**src/rtl/core/assert_macros.svh**
```systemverilog
// assertion helpers used by local_alignment_score
`ifndef ASSERT_MACROS_SVH
`define ASSERT_MACROS_SVH

// check a property on every rising clock edge outside reset
`define LASC_ASSERT(label, prop, msg) \
	label: assert property (@(posedge clk) disable iff (!arst_n) (prop)) else $error(msg);

// a signal holds its value in the cycle after a condition
`define LASC_ASSERT_HOLD(label, cond, sig, msg) \
	label: assert property (@(posedge clk) disable iff (!arst_n) (cond) |=> $stable(sig)) \
		else $error(msg);

`endif

```
**src/rtl/core/lasc_pkg.sv**
```systemverilog
package lasc_pkg;

	// score and internal sum widths
	localparam int SCORE_W = 10;
	localparam int SUM_W   = 12;
	localparam logic [SCORE_W-1:0] SCORE_MAX = '1;

	// configuration register indexes
	localparam logic [1:0] REG_MATCH    = 2'd0;
	localparam logic [1:0] REG_MISMATCH = 2'd1;
	localparam logic [1:0] REG_GAP      = 2'd2;

	// kind of input transfer
	localparam logic ACT_LOAD   = 1'b0;
	localparam logic ACT_TARGET = 1'b1;

	typedef logic [SCORE_W-1:0] score_t;

	// scoring registers seen by every cell
	typedef struct packed {
		logic [3:0]        hit_score;
		logic signed [4:0] miss_score;
		logic signed [4:0] gap_score;
	} cfg_t;

	// one target symbol travelling down the cell chain
	typedef struct packed {
		logic       valid;
		logic       first;
		logic       last;
		logic [7:0] symbol;
		score_t     up;
		score_t     diag;
		score_t     best;
	} token_t;

endpackage

```
**src/rtl/core/lasc_cell.sv**
```systemverilog
module lasc_cell (
	input  logic            clk,
	input  logic            arst_n,
	input  logic            adv,
	input  lasc_pkg::cfg_t  cfg,
	input  logic            active,
	input  logic            ld_en,
	input  logic [7:0]      ld_symbol,
	input  lasc_pkg::token_t tok_in,
	output lasc_pkg::token_t tok_out
);

	logic [7:0]                      qsym_q;
	lasc_pkg::score_t                score_q;
	lasc_pkg::score_t                cbest_q;
	logic                            valid_q;
	lasc_pkg::token_t                pay_q;

	lasc_pkg::score_t                left;
	lasc_pkg::score_t                best_base;
	lasc_pkg::score_t                cell_best;
	lasc_pkg::score_t                h;
	logic signed [lasc_pkg::SUM_W-1:0] sub;
	logic signed [lasc_pkg::SUM_W-1:0] gap_x;
	logic signed [lasc_pkg::SUM_W-1:0] sum_d;
	logic signed [lasc_pkg::SUM_W-1:0] sum_u;
	logic signed [lasc_pkg::SUM_W-1:0] sum_l;
	logic signed [lasc_pkg::SUM_W-1:0] top;
	logic                            upd;

	// query symbol held by this cell
	always_ff @(posedge clk) begin
		if (ld_en) begin
			qsym_q <= ld_symbol;
		end
	end

	// cell recurrence: best of zero, diagonal, above and left
	always_comb begin
		left      = tok_in.first ? '0 : score_q;
		best_base = tok_in.first ? '0 : cbest_q;
		if (qsym_q == tok_in.symbol) begin
			sub = {{(lasc_pkg::SUM_W-4){1'b0}}, cfg.hit_score};
		end else begin
			sub = {{(lasc_pkg::SUM_W-5){cfg.miss_score[4]}}, cfg.miss_score};
		end
		gap_x = {{(lasc_pkg::SUM_W-5){cfg.gap_score[4]}}, cfg.gap_score};
		sum_d = $signed({2'b00, tok_in.diag}) + sub;
		sum_u = $signed({2'b00, tok_in.up}) + gap_x;
		sum_l = $signed({2'b00, left}) + gap_x;
		top   = '0;
		if (sum_d > top) top = sum_d;
		if (sum_u > top) top = sum_u;
		if (sum_l > top) top = sum_l;
		if (top > $signed({2'b00, lasc_pkg::SCORE_MAX})) begin
			h = lasc_pkg::SCORE_MAX;
		end else begin
			h = top[lasc_pkg::SCORE_W-1:0];
		end
		if (active && h > best_base) begin
			cell_best = h;
		end else begin
			cell_best = best_base;
		end
		upd = adv && tok_in.valid;
	end

	// column score and per-cell best, cleared by a new target
	always_ff @(posedge clk or negedge arst_n) begin
		if (!arst_n) begin
			score_q <= '0;
			cbest_q <= '0;
		end else if (upd && active) begin
			score_q <= h;
			cbest_q <= cell_best;
		end else if (upd && tok_in.first) begin
			score_q <= '0;
			cbest_q <= '0;
		end
	end

	// token valid toward the next cell
	always_ff @(posedge clk or negedge arst_n) begin
		if (!arst_n) begin
			valid_q <= 1'b0;
		end else if (adv) begin
			valid_q <= tok_in.valid;
		end
	end

	// token payload toward the next cell
	always_ff @(posedge clk) begin
		if (adv) begin
			pay_q.valid  <= tok_in.valid;
			pay_q.first  <= tok_in.first;
			pay_q.last   <= tok_in.last;
			pay_q.symbol <= tok_in.symbol;
			pay_q.up     <= h;
			pay_q.diag   <= left;
			pay_q.best   <= (tok_in.best > cell_best) ? tok_in.best : cell_best;
		end
	end

	always_comb begin
		tok_out       = pay_q;
		tok_out.valid = valid_q;
	end

endmodule
```
**config.mk**
```make
export PLATFORM = sky130hd
export DESIGN_NAME = lasc_cell
export DESIGN_NICKNAME = d
export VERILOG_FILES = /design/src/rtl/core/assert_macros.svh /design/src/rtl/core/lasc_pkg.sv /design/src/rtl/core/lasc_cell.sv
export SDC_FILE = /design/constraint.sdc
export NUM_CORES = 1
export LEC_CHECK = 0
export BUFFER_PORTS_ARGS = -buffer_cell sky130_fd_sc_hd__buf_2
export CORE_ASPECT_RATIO = 1.4
export CORE_MARGIN = 2
export CORE_UTILIZATION = 55
export CTS_CLUSTER_DIAMETER = 80
export DETAILED_ROUTE_END_ITERATION = 10
export GPL_TIMING_DRIVEN = 1
export PLACE_DENSITY = 0.87
export SKIP_CTS_REPAIR_TIMING = 1
export SYNTH_ARGS = -nofsm -noshare
export SYNTH_HDL_FRONTEND = slang
export SYNTH_SLANG_ARGS = --single-unit
```
**constraint.sdc**
```tcl
create_clock -name clk -period 33.9 [get_ports clk]
set_input_delay 1.695 -clock clk [delete_from_list [all_inputs] [get_ports clk]]
set_output_delay 1.695 -clock clk [all_outputs]
set_load 0.02 [all_outputs]
```
# --- Word-level counts from Yosys, hierarchy flattened ---
# Cells that the tools add are included.
word_totals:
  elab_cells: 37
  inputBits: 68
  ff_bits: 69
op_classes:
  n_addsub: 3
  mux: 12
  n_eq_ne: 1
  n_reduce_logical: 5
  magnitude_cmp: 6
op_table:
  columns: ["operator", "count"]
  rows:
  - ["10-bit two-way mux", 8]
  - ["12-bit two-way mux", 4]
  - ["11-bit by 5-bit adder with 12-bit output", 2]
  - ["12-bit greater-than comparator", 2]
  - ["10-bit greater-than comparator", 2]
  - ["11-bit by 12-bit adder with 12-bit output", 1]
  - ["12-bit by 1-bit greater-than comparator with 1-bit output (second input constant)", 1]
  - ["12-bit by 11-bit greater-than comparator with 1-bit output (second input constant)", 1]
  - ["8-bit equality test", 1]
  - ["1-bit logical AND", 4]
  - ["2-bit nonzero test", 1]

# --- Logic depth before layout (Yosys ltp) ---
depth:
  depth_word: 16
  ltp_mapped: 55
  depth_no_buf: 49

# --- Least setup slack after synthesis ---
# Ideal clock, no wire load.
synth_timing:
  path_type: "input to register"
  start: "input tok_in[30] in the netlist's numbering"
  end: "register pay_q (netlist bit tok_out[0]), data pin"
  arrival_time_ns: 11.793
  path_slack_ns: 21.847
  path_buffers: 6
  cell_stages: 53
  cell_sequence: "xnor2_1 nand4_1 or2_2 clkbuf_1 mux2_2 ha_1 inv_1 fa_1 nand3b_1 and2_1 clkbuf_1 nor2_1 mux2i_1 xor2_1 o2111ai_1 a211oi_1 o21ai_0 nand2_1 [... 17 more ...] inv_1 ha_1 a21o_1 a21o_1 a21oi_1 nor2b_1 a311o_1 o221a_2 buf_6 o21ai_0 inv_1 ha_1 and4_1 nand3_1 o41ai_1 o21ba_1 buf_6 mux2_4"
synth_between:
  elab_chain_cells: 16
synth_lines:
  columns: ["item", "line", "rtl"]
  rows:
  - ["start: declaration", "lasc_cell.sv:9", "input lasc_pkg::token_t tok_in,"]
  - ["8-bit equality test *", "lasc_cell.sv:42", "if (qsym_q == tok_in.symbol) begin"]
  - ["12-bit two-way mux *", "lasc_cell.sv:42", null]
  - ["11-bit by 12-bit adder with 12-bit output *", "lasc_cell.sv:48", "sum_d = $signed({2'b00, tok_in.diag}) + sub;"]
  - ["12-bit by 1-bit greater-than comparator with 1-bit output", "lasc_cell.sv:52", "if (sum_d > top) top = sum_d;"]
  - ["12-bit two-way mux *", "lasc_cell.sv:52", null]
  - ["12-bit greater-than comparator", "lasc_cell.sv:53", "if (sum_u > top) top = sum_u;"]
  - ["12-bit two-way mux *", "lasc_cell.sv:53", null]
  - ["12-bit greater-than comparator", "lasc_cell.sv:54", "if (sum_l > top) top = sum_l;"]
  - ["12-bit two-way mux *", "lasc_cell.sv:54", null]
  - ["12-bit by 11-bit greater-than comparator with 1-bit output", "lasc_cell.sv:55", "if (top > $signed({2'b00, lasc_pkg::SCORE_MAX})) begin"]
  - ["10-bit two-way mux *", "lasc_cell.sv:55", null]
  - ["named net h[6]", "lasc_cell.sv:22", "lasc_pkg::score_t h;"]
  - ["10-bit greater-than comparator", "lasc_cell.sv:60", "if (active && h > best_base) begin"]
  - ["1-bit logical AND", "lasc_cell.sv:60", null]
  - ["10-bit two-way mux *", "lasc_cell.sv:60", null]
  - ["10-bit greater-than comparator", "lasc_cell.sv:100", "pay_q.best <= (tok_in.best > cell_best) ? tok_in.best : cell_best;"]
  - ["10-bit two-way mux *", "lasc_cell.sv:100", null]
  - ["end: declaration", "lasc_cell.sv:17", "lasc_pkg::token_t pay_q;"]
# Mark *: on every way through the listed nets, which the timed path passes. The rest lies on a longest branch.
# A chain may end at the register's enable or synchronous reset.

# --- Final worst setup path ---
layout_timing:
  start: "input tok_in[34] in the netlist's numbering"
  end: "register pay_q (netlist bit tok_out[9]), data pin"
# Same word-level chain as after synthesis.

==> impl_metrics.yaml <==
hold_path:
  hold_path_depth: 2
  hold_path_class: "reg -> reg"
  hold_start: "score_q[1]$_DFFE_PN0P_"
  min_to: "score_q[1]$_DFFE_PN0P_"
pwr:
  pwr-share-seq: 0.242
  pwr-share-comb: 0.585
  p_int_uw: 325.7
  vdd_ir_drop_max_mv: 0.06746
  power_density_nw_per_um2: 83.67
  clockPowerShare: 0.173
  p_sw_uw: 246.0
  p_sw_frac: 0.4303
  power_leakage_uw: 0.003057
  power.total_uw: 571.7
die:
  floorplan.initialDensity: 0.5647
  core_area_um2: 10410
  die_w_um: 91.36
  row_count: 44
  die_h_um: 126.3
  ios: 109
  die-area_um2: 11540
route:
  route.detailed.drc: 0
  vias_per_cell: 6.122
  drtIter0Drc: 266
  antenna_left: 0
  dr.pass1.iters: 7
  wl_per_cell_um: 17.71
  wirelength_um: 15260
  vias: 5277
timing:
  fin_crit_ns: 13.54
  slew_headroom: 0.4230
  min_period_over_period: 0.3993
  setup_viol: 0
  max_freq_mhz: 73.88
  slew_violations: 0
  rsz0062_at_grt: "false"
  clock_skew_ns: 0.006038
  worst_pin_slew_ns: 0.8623
  final.setup.tns_ns: 0
  finalHoldViolCount: 0
setup_path:
  endpoint_kind: "flop"
  worst_r2r_path_depth: 48
  r2r_end: "tok_out[9]$_DFFE_PP_"
  r2r-start: "qsym_q[4]$_DFFE_PP_"
  worstSetupPathType: "in -> reg"
  slowest_stage: "a2111oi_0"
  cp_common_cell: "nor2_1"
  required_ns: 33.98
  crit_family: "compound AO/OA/AOI/OAI gates"
  worst-path-buf-inv: 5
  cp_num_cells: 49
  crit_fanout: 15
  setup.reg_to_reg.worst_slack_ns: 21.44
  slowest_delay_ns: 0.70
  crit_path_start_kind: "input pin"
  worstPathArrival_ns: 13.62
placement:
  gp_congestion: 0.9033
  dp_hpwl_um: 12080
  port_buffers: 108
  postPlaceCellArea_um2: 6518
synthesis:
  synth-seq-area-share: 0.3348
  ys_types: 76
  ys_warn_count: 0
  syn_area_um2: 5876
  syn_inst: 615
  synthesis.nets: 752
  synth-main-ff-cell: "edfxtp_1"
  avgSynthCellArea_um2: 9.554
  synth-edff-count: 48
  async_flop_share: 0.3043
  ys_ff_latch: 69
layout:
  layout-drive-gt1-share: 0.2224
  mostFrequentLayoutCells: "buf_2 (108), ha_1 (66), nor2_1 (49)"
  fillerInstances: 809
  final_common_cell: "buf_2"
  finalInstanceArea_um2: 6833
  syn2layout_area_growth_pct: 16.29
  diodes: 0
  nets: 856
clocking:
  cts_root_buffer: "clkbuf_16"
  numCtsBuffers: 9
  cts_tree: "built"
  clk_latency_ns: 0.33
  clock_path_buffers: 2
  clkTransAtPathRegs_ns: 0.06
  cts_sinks: 69
  htreeDepth: 3
global_routing:
  first_global_vias: 5385
  antenna_found_initial: 0
  grt_start_max_net_pins: 32
  grt_pass1_wl_um: 24490
  grt_usage: 0.2658
  grt-ovfl-total: 0
run_status:
  status: "finished, final reports clean"
run:
  drv_cap: 0
registers in the layout, summed over array words and instances, names as in the netlist:
signal   cells
cbest_q     10
qsym_q       8
score_q     10
tok_out     40
valid_q      1
power by group through the flow:
stage / Sequential, uW / Clock [uW] / Combinational (uW)
global route: 140 / 103 / 367
floorplan: 157 / 0 / 227
finish: 138 / 98.8 / 335
CTS: 138 / 99.9 / 331
global placement: 138 / 0 / 314
detailed placement: 138 / 0 / 327
area by class of cell:
class,instances,area (um2),area share
Tap cell,138,172.7,0.02527
Clock inverter,7,90.09,0.01318
Clock buffer,9,225.2,0.03296
Timing Repair Buffer,112,570.5,0.08350
Multi-Input combinational cell,492,3675,0.5378
Inverter,35,132.6,0.01941
Sequential cell,69,1967,0.2879
cells in the mapped netlist (4+ instances only):
library cell   n  share of area
a211o_1        5         0.0075
a211oi_1       5         0.0064
a21o_1         8          0.010
a21oi_1       37          0.032
a22o_1         7          0.010
and2_1         4         0.0043
and3_1         5         0.0053
clkbuf_1      11         0.0070
dfrtp_1       21          0.089
edfxtp_1      48           0.25
ha_1          66           0.14
inv_1         34          0.022
mux2_2         9          0.017
mux2_4         7          0.018
mux2i_1       14          0.024
nand2_1       43          0.027
nand2b_1      15          0.016
nand3_1       15          0.013
nand4_1        7         0.0075
nor2_1        49          0.031
nor2b_1       19          0.020
nor3_1        10         0.0085
nor4_1         5         0.0053
o211a_1        4         0.0068
o211ai_1      10          0.013
o21a_1        11          0.014
o21ai_0       31          0.026
o22ai_1        4         0.0043
or2_2          4         0.0043
or3_1          4         0.0043
xnor2_1       27          0.040
xor2_1         8          0.012
worst min-delay path: cells and delay by family (launching register included):
family	cells	cell delay, ns
AOI/OAI and AO/OA	1	0.06
and+or+nand+nor	1	0.05
DFF	1	0.33
routing by layer:
layer,global-route usage,routed length [um],vias up
met5,0,0,-
met4,0.1667,788,0
met3,0.04454,752,68
met2,0.4993,8277,216
met1,0.2690,5445,2492
li1,-,-,2501
stage by stage:
step           setup WS (ns)  hold slack (ns)  instances  utilization
6_report               20.36           0.4819        862       0.6567
5_1_grt                19.46           0.5173        862       0.6567
4_1_cts                20.58           0.4843        862       0.6567
3_5_place_dp           20.30           0.4678        846       0.6264
3_3_place_gp           20.79           0.4594        846       0.6264
2_1_floorplan          21.85           0.4422        615            -
worst max-delay path by stage:
stage | startpoint | to | slack [ns]
floorplan | tok_in[30] | tok_out[0]$_DFFE_PP_ | 21.85
global placement | tok_in[30] | tok_out[8]$_DFFE_PP_ | 20.79
detailed placement | tok_in[34] | tok_out[9]$_DFFE_PP_ | 20.30
CTS | tok_in[34] | tok_out[8]$_DFFE_PP_ | 20.58
global route | tok_in[34] | tok_out[8]$_DFFE_PP_ | 19.46
finish | tok_in[34] | tok_out[9]$_DFFE_PP_ | 20.36
logic make-up after synthesis:
logic type | synth area share
flops | 0.3348
xor+xnor | 0.05217
fa+ha+maj | 0.1508
buf+inv | 0.03982
simple gates | 0.1708
mux | 0.05899
compound gates | 0.1921
other cells | 0.0006382
No activity file was read; power rests on OpenSTA's default activity.
